$ cat config.mk
export PLATFORM = sky130hd
export DESIGN_NAME = lokt_cell
export DESIGN_NICKNAME = d
export VERILOG_FILES = /design/src/rtl/lru_ordered_key_table_core_defines.svh /design/src/rtl/lokt_pkg.sv /design/src/rtl/lokt_cell.sv
export SDC_FILE = /design/constraint.sdc
export NUM_CORES = 1
export LEC_CHECK = 0
export BUFFER_PORTS_ARGS = -buffer_cell sky130_fd_sc_hd__clkbuf_2
export CAP_MARGIN = 20
export CORE_AREA = 2 2 252 254
export DETAILED_ROUTE_END_ITERATION = 6
export DIE_AREA = 0 0 254 256
export SLEW_MARGIN = 20
export SYNTH_ARGS = -nofsm -noshare
export SYNTH_HDL_FRONTEND = slang
export SYNTH_SLANG_ARGS = --single-unit
$ cat constraint.sdc
create_clock -name i_clk -period 10.2 [get_ports i_clk]
set_input_delay 1.02 -clock i_clk [delete_from_list [all_inputs] [get_ports i_clk]]
set_output_delay 1.02 -clock i_clk [all_outputs]
set_load 0.05 [all_outputs]
$ cat src/rtl/lru_ordered_key_table_core_defines.svh
// assertion macros shared by the table core
`ifndef LRU_ORDERED_KEY_TABLE_CORE_DEFINES_SVH
`define LRU_ORDERED_KEY_TABLE_CORE_DEFINES_SVH

// same-cycle implication, checked on every edge out of reset
`define LOKT_ASSERT_NOW(lbl, ante, cons, msg) \
    lbl: assert property (@(posedge i_clk) disable iff (!i_rst_n) (ante) |-> (cons)) \
        else $error(msg);

// next-cycle implication
`define LOKT_ASSERT_NEXT(lbl, ante, cons, msg) \
    lbl: assert property (@(posedge i_clk) disable iff (!i_rst_n) (ante) |=> (cons)) \
        else $error(msg);

`endif

$ cat src/rtl/lokt_pkg.sv
// shared types and codes of the recency-ordered key table
package lokt_pkg;

    localparam int KEY_W  = 64;
    localparam int TIME_W = 48;
    localparam int SIZE_W = 32;
    localparam int STAT_W = 3;
    localparam int OCC_W  = 7;

    typedef enum logic [1:0] {
        OP_ACCESS = 2'd0,
        OP_GET    = 2'd1,
        OP_REMOVE = 2'd2,
        OP_EVICT  = 2'd3
    } t_op;

    localparam logic [STAT_W-1:0] ST_HIT      = 3'd0;
    localparam logic [STAT_W-1:0] ST_NOTFOUND = 3'd1;
    localparam logic [STAT_W-1:0] ST_NEW      = 3'd2;
    localparam logic [STAT_W-1:0] ST_FULL     = 3'd3;
    localparam logic [STAT_W-1:0] ST_EMPTY    = 3'd4;

    typedef enum logic [1:0] {
        UPD_NONE   = 2'd0,
        UPD_MOVE   = 2'd1,
        UPD_DROP   = 2'd2,
        UPD_INSERT = 2'd3
    } t_upd;

    typedef struct packed {
        logic [KEY_W-1:0]  key;
        logic [TIME_W-1:0] stamp;
        logic [SIZE_W-1:0] size;
    } t_entry;

    // broadcast from the sequencer to every cell
    typedef struct packed {
        logic             cmp_en;
        logic             head_sel;
        logic [KEY_W-1:0] key;
        t_upd             mode;
        t_entry           new_entry;
        t_entry           hit_entry;
    } t_cell_ctl;

endpackage

$ cat src/rtl/lokt_cell.sv
// one position of the recency chain: entry storage, key compare, shift toward head
module lokt_cell
    import lokt_pkg::*;
(
    input  logic      i_clk,
    input  logic      i_rst_n,
    input  t_cell_ctl i_ctl,
    input  logic      i_head,
    input  logic      i_prev_valid,
    input  logic      i_next_valid,
    input  t_entry    i_next_entry,
    input  logic      i_after,
    output logic      o_after,
    output logic      o_valid,
    output logic      o_match,
    output t_entry    o_entry
);

    logic   r_valid;
    logic   r_match;
    t_entry r_entry;
    logic   w_after;

    // set from the hit position onward
    assign w_after = i_after | r_match;
    assign o_after = w_after;
    assign o_valid = r_valid;
    assign o_match = r_match;
    assign o_entry = r_entry;

    always_ff @(posedge i_clk) begin
        if (!i_rst_n) begin
            r_valid <= 1'b0;
            r_match <= 1'b0;
        end else begin
            if (i_ctl.cmp_en) begin
                r_match <= r_valid & (i_ctl.head_sel ? i_head : (r_entry.key == i_ctl.key));
            end
            unique case (i_ctl.mode)
                UPD_DROP: begin
                    if (w_after && r_valid && !i_next_valid) begin
                        r_valid <= 1'b0;
                    end
                end
                UPD_INSERT: begin
                    if (!r_valid && i_prev_valid) begin
                        r_valid <= 1'b1;
                    end
                end
                default: begin
                end
            endcase
        end
    end

    always_ff @(posedge i_clk) begin
        unique case (i_ctl.mode)
            UPD_MOVE: begin
                if (w_after && r_valid) begin
                    r_entry <= i_next_valid ? i_next_entry : i_ctl.hit_entry;
                end
            end
            UPD_DROP: begin
                if (w_after && r_valid && i_next_valid) begin
                    r_entry <= i_next_entry;
                end
            end
            UPD_INSERT: begin
                if (!r_valid && i_prev_valid) begin
                    r_entry <= i_ctl.new_entry;
                end
            end
            default: begin
            end
        endcase
    end

endmodule

* Word level (Yosys, flattened, before mapping)
Cells that the tools add are included.
** Storage, ports and cells
- Register bits :: 146
- Output and inout bits :: 147
- Logic and storage cells :: 34
** Cells by class
- Equality and inequality tests :: 8
- Muxes and demuxes :: 9
- Bitwise logic cells :: 2
- Reduce and logical (&&, ||, !) cells :: 10
** Operator list (number)
- 2-to-1 mux 144 bit :: 4
- case mux 144 bit (3 select lines) :: 1
- == test 64 bit :: 1
- != test 2 bit, second input constant :: 4
- == test 2 bit, second input constant :: 2
- logical AND 1 bit :: 4
- AND reduction 4 bit :: 1
- 2-to-1 mux 1 bit :: 3
- AND reduction 3 bit :: 1
- nonzero test 3 bit :: 1
- == test 2 x 1 -> 1 bit, second input constant :: 1
- logical NOT 1 bit :: 2
- case mux 1 bit (2 select lines) :: 1
- nonzero test 2 bit :: 1
- bitwise AND 1 bit :: 1
- bitwise OR 1 bit :: 1

* Depth between registers and ports, before layout
- Depth in word-level cells :: 5
- Gate-level depth with buffers :: 6
- Gate-level depth less buffers :: 5

* Least setup slack after synthesis
Ideal clock, no wire load.
- Path type :: input to register
- From :: in i_ctl[288] (netlist bit)
- To :: reg r_entry (netlist bit o_entry[0]) (enable)
- Arrival time :: 8606 ps
- Data required time :: 9502 ps
- Setup slack :: 896 ps
- Cell stages on the path :: 5
- Path through :: buf_2 -> buf_4 -> buf_4 -> mux2i_1 -> o22ai_1
** On the way
- Word-level cells in the longest chain between the ends :: 3
** Ends and longest elaborated chain
- start: declaration :: line lokt_cell.sv:7 : input t_cell_ctl i_ctl,
- == test 2 bit / == test 2 x 1 -> 1 bit (equally long branches) :: line lokt_cell.sv:57 : unique case (i_ctl.mode)
- != test 2 bit (no source line) / nonzero test 3 bit (equally long branches)
- AND reduction 4 bit (no source line) *
- end signal: assignment :: line lokt_cell.sv:60 : r_entry <= i_next_valid ? i_next_entry : i_ctl.hit_entry;
- end signal: assignment :: line lokt_cell.sv:65 : r_entry <= i_next_entry;
- end signal: assignment :: line lokt_cell.sv:70 : r_entry <= i_ctl.new_entry;
- end: declaration :: line lokt_cell.sv:21 : t_entry r_entry;
Mark *: on every way between the ends. The rest lies on a longest branch, timed or not.
A chain may end at the register's enable or synchronous reset.

* Worst setup path after layout
- From :: in i_next_valid
- To :: reg r_entry (netlist bit o_entry[43]), data pin
** On the way
- Word-level cells in the longest chain between the ends :: 3
** Ends and longest elaborated chain
- start: declaration :: line lokt_cell.sv:10 : input logic i_next_valid,
- 2-to-1 mux 144 bit :: line lokt_cell.sv:60
- 2-to-1 mux 144 bit :: line lokt_cell.sv:59 : if (w_after && r_valid) begin
- case mux 144 bit (3 select lines) :: line lokt_cell.sv:57
No other way between the ends. The select of a mux whose other input is x is not followed.

==> flow_metrics.env <==
export IMPL_wirelength_mm=41.99
export IMPL_grt_max_degree=143
export IMPL_cts_tree="done"
export IMPL_clock_sinks=146
export IMPL_power_mw=1.770
export IMPL_peakVddDrop_mv=0.1224
export IMPL_finalSetupTns_ns=0
export IMPL_cts_buffers=17
export IMPL_drc_errors=0
export IMPL_cts_buffer_depth=2
export IMPL_power_density_nw_per_um2=123.6
export IMPL_required_ns=10.39
export IMPL_final_layout_size_suffix_gt1_frac=0.4534
export IMPL_postCtsHoldBufs=0
export IMPL_grt_first_pass_wirelength_mm=59.06
export IMPL_worst_slew_pin_slew_ns=1.229
export IMPL_nNetsFinal=2017
export IMPL_crit_path_max_fanout=109
export IMPL_initial_core_util=0.1556
export IMPL_syn_to_final_growth_pct=47.44
export IMPL_rows=92
export IMPL_grt_antenna_before_repair=10
export IMPL_slowest_delay_ns=0.81
export IMPL_grt_usage=0.1248
export IMPL_crit_slowest_cell="buf_4"
export IMPL_worstPathCellList="buf_8 -> buf_4 -> buf_4 -> nor2b_1 -> a211oi_1 -> a21oi_1"
export IMPL_die_h_um=256
export IMPL_worstSkewPairLatency_ns=0.47
export IMPL_outcome="finished clean"
export IMPL_hold_violations=0
export IMPL_first_pass_iters=4
export IMPL_leakage_nw=6.163
export IMPL_hold_class="reg -> reg"
export IMPL_io_pins=653
export IMPL_max_cap_viol_count=0
export IMPL_synth_cell_types=32
export IMPL_critPathArrivalTime_ns=3.60
export IMPL_fillers=6925
export IMPL_setup_viol=0
export IMPL_relSlewSlack=0.1804
export IMPL_vias=9623
export IMPL_layout_min_cycle_time_ns=3.414
export IMPL_max_freq_ghz=0.2929
export IMPL_core_um2=62390
export IMPL_die_x_um=254
export IMPL_finalCritPeriodShare=0.3347
export IMPL_synthCells=912
export IMPL_hpwl_mm=33.45
export IMPL_die_area_um2=65020
export IMPL_overflow=0
export IMPL_synth_area_um2=9708
export IMPL_io_buffers=652
export IMPL_cts_setup_buffers=0
export IMPL_rsz0062_at_grt="no"
export IMPL_ys_ff_latch=146
export IMPL_startpoint_type="input port"
export IMPL_cpMostUsedCell="buf_4"
export IMPL_fin_ws_ns=6.786
export IMPL_synthesis_nets=1418
export IMPL_routedWlPerCell_um=17.69
export IMPL_cts_resized=0
export IMPL_cts_clk_slew_worst_paths_ns=0.07
export IMPL_slew_violations=0
export IMPL_grt_pass1_vias=9509
export IMPL_syn_mean_instance_area_um2=10.64
export IMPL_seq_area_frac_synth=0.4495
export IMPL_viasPerCell=4.055
export IMPL_fin_skew_ns=0.01255
export IMPL_criticalPathCategory="in -> reg"
export IMPL_ys_warn_count=0
export IMPL_critPathCaptureType="flop"
export IMPL_place_congestion=0.8208
export IMPL_antenna_left=0
export IMPL_cts_root_buf="clkbuf_16"
export IMPL_pre_cts_ws_ns=6.282
export IMPL_drt_iter0_drc=399
export IMPL_htree_levels=4
-- flip-flops by register name, indices dropped and copies added, names as in the netlist --
register / cells
o_valid: 1
o_match: 1
o_entry: 144
-- metal layers --
metal  vias to the layer above  global-route usage  part of all wire
met5                         -                   0            0.0012
met4                         8             0.04641             0.026
met3                        48             0.04515             0.091
met2                       454              0.2209              0.50
met1                      4410              0.1351              0.39
li1                       4703                   -                 -
-- where the power goes --
group | internal (mW) | total [mW] | switching [mW]
combinational | 0.172 | 0.432 | 0.260
sequential | 0.699 | 0.716 | 0.0171
clock | 0.335 | 0.622 | 0.287
-- cell type report --
cell class | instances | area (µm²) | area share
antenna | 3 | 7.507 | 0.0005245
clock buffer | 19 | 432.9 | 0.03024
clock inverter | 13 | 110.1 | 0.007692
inverter | 9 | 33.78 | 0.002360
multi-input combinational | 676 | 4935 | 0.3448
sequential | 146 | 4364 | 0.3049
tap | 846 | 1059 | 0.07395
timing repair buffer | 661 | 3372 | 0.2356
-- Yosys cell counts --
| library cell | number | area [µm²] |
|---|---|---|
| or2_2 | 1 | 6.260 |
| xor2_1 | 19 | 166.4 |
| nor3_1 | 1 | 5.000 |
| a22o_1 | 2 | 17.52 |
| buf_1 | 7 | 26.28 |
| o22ai_1 | 4 | 25.02 |
| nand4_1 | 11 | 68.82 |
| inv_1 | 8 | 30.03 |
| nand4b_1 | 1 | 8.760 |
| buf_2 | 26 | 130.1 |
| nor4_2 | 1 | 12.51 |
| buf_4 | 14 | 105.1 |
| clkbuf_1 | 34 | 127.6 |
| xnor2_1 | 37 | 324.1 |
| a22oi_1 | 1 | 7.510 |
| a21boi_0 | 1 | 7.510 |
| clkinv_1 | 1 | 3.750 |
| a21oi_1 | 144 | 720.7 |
| nor2b_1 | 145 | 907.1 |
| nand2_1 | 3 | 11.26 |
| mux2i_1 | 145 | 1451 |
| o21ai_0 | 1 | 5.000 |
| nor4_1 | 6 | 37.54 |
| a221oi_1 | 1 | 8.760 |
| nor4b_1 | 1 | 8.760 |
| a211oi_1 | 144 | 1081 |
| o31ai_1 | 1 | 7.510 |
| dfxtp_1 | 2 | 40.04 |
| nor2_1 | 1 | 3.750 |
| edfxtp_1 | 144 | 4324 |
| o221ai_1 | 1 | 8.760 |
| nand3_1 | 4 | 20.02 |
-- stage by stage --
stage                     instances  area [µm²]    util  hold slack (ns)
final                          2373       14310  0.2294           0.6088
after global routing           2373       14310  0.2294           0.6497
after CTS                      2370       14310  0.2293           0.6077
after detailed placement       2338       13760  0.2206           0.5932
after global placement         2338       13760  0.2206           0.5822
after floorplan                 912        9708       -           0.7142
-- cells by family (layout without fill, tap and decap cells) --
kind of cell    after synthesis  count (layout)  synth area share
xor+xnor                     56              56           0.05052
buf+inv                      90             702           0.04356
simple gates                175             175            0.1123
compound gates              300             300            0.1946
other cells                   0               3                 0
mux                         145             145            0.1495
flops                       146             146            0.4495
-- final timing paths --
kind	startpoint	endpoint	slack (ns)	cells past startpoint
worst min-delay path	o_valid	o_valid	0.61	2
worst min register to register	o_valid	o_valid	0.61	2
worst max-delay path	i_next_valid	o_entry[43]	6.79	6
worst max register to register	o_entry[103]	o_match	7.93	5
-- cells in the final DEF, fill, tap and decap left out, types with 3 or more instances in the layout --
master     count
mux2i_1      145
inv_6          3
nand4_1       11
buf_4          8
a21oi_1      144
diode_2        3
o22ai_1        3
clkbuf_16     17
nand2_1        3
edfxtp_1     144
nand3_1        4
a211oi_1     144
nor2b_1      145
inv_1          8
nor4_1         6
clkbuf_2     649
xor2_1        19
clkinv_1       4
xnor2_1       37
-- worst max-delay path: cells and delay by family --
kind / cells / cell delay (ns)
buf+inv: 3 / 1.99
compound gates: 2 / 0.32
simple gates: 1 / 0.11
Note: power is estimated with default switching activity, not from simulation.
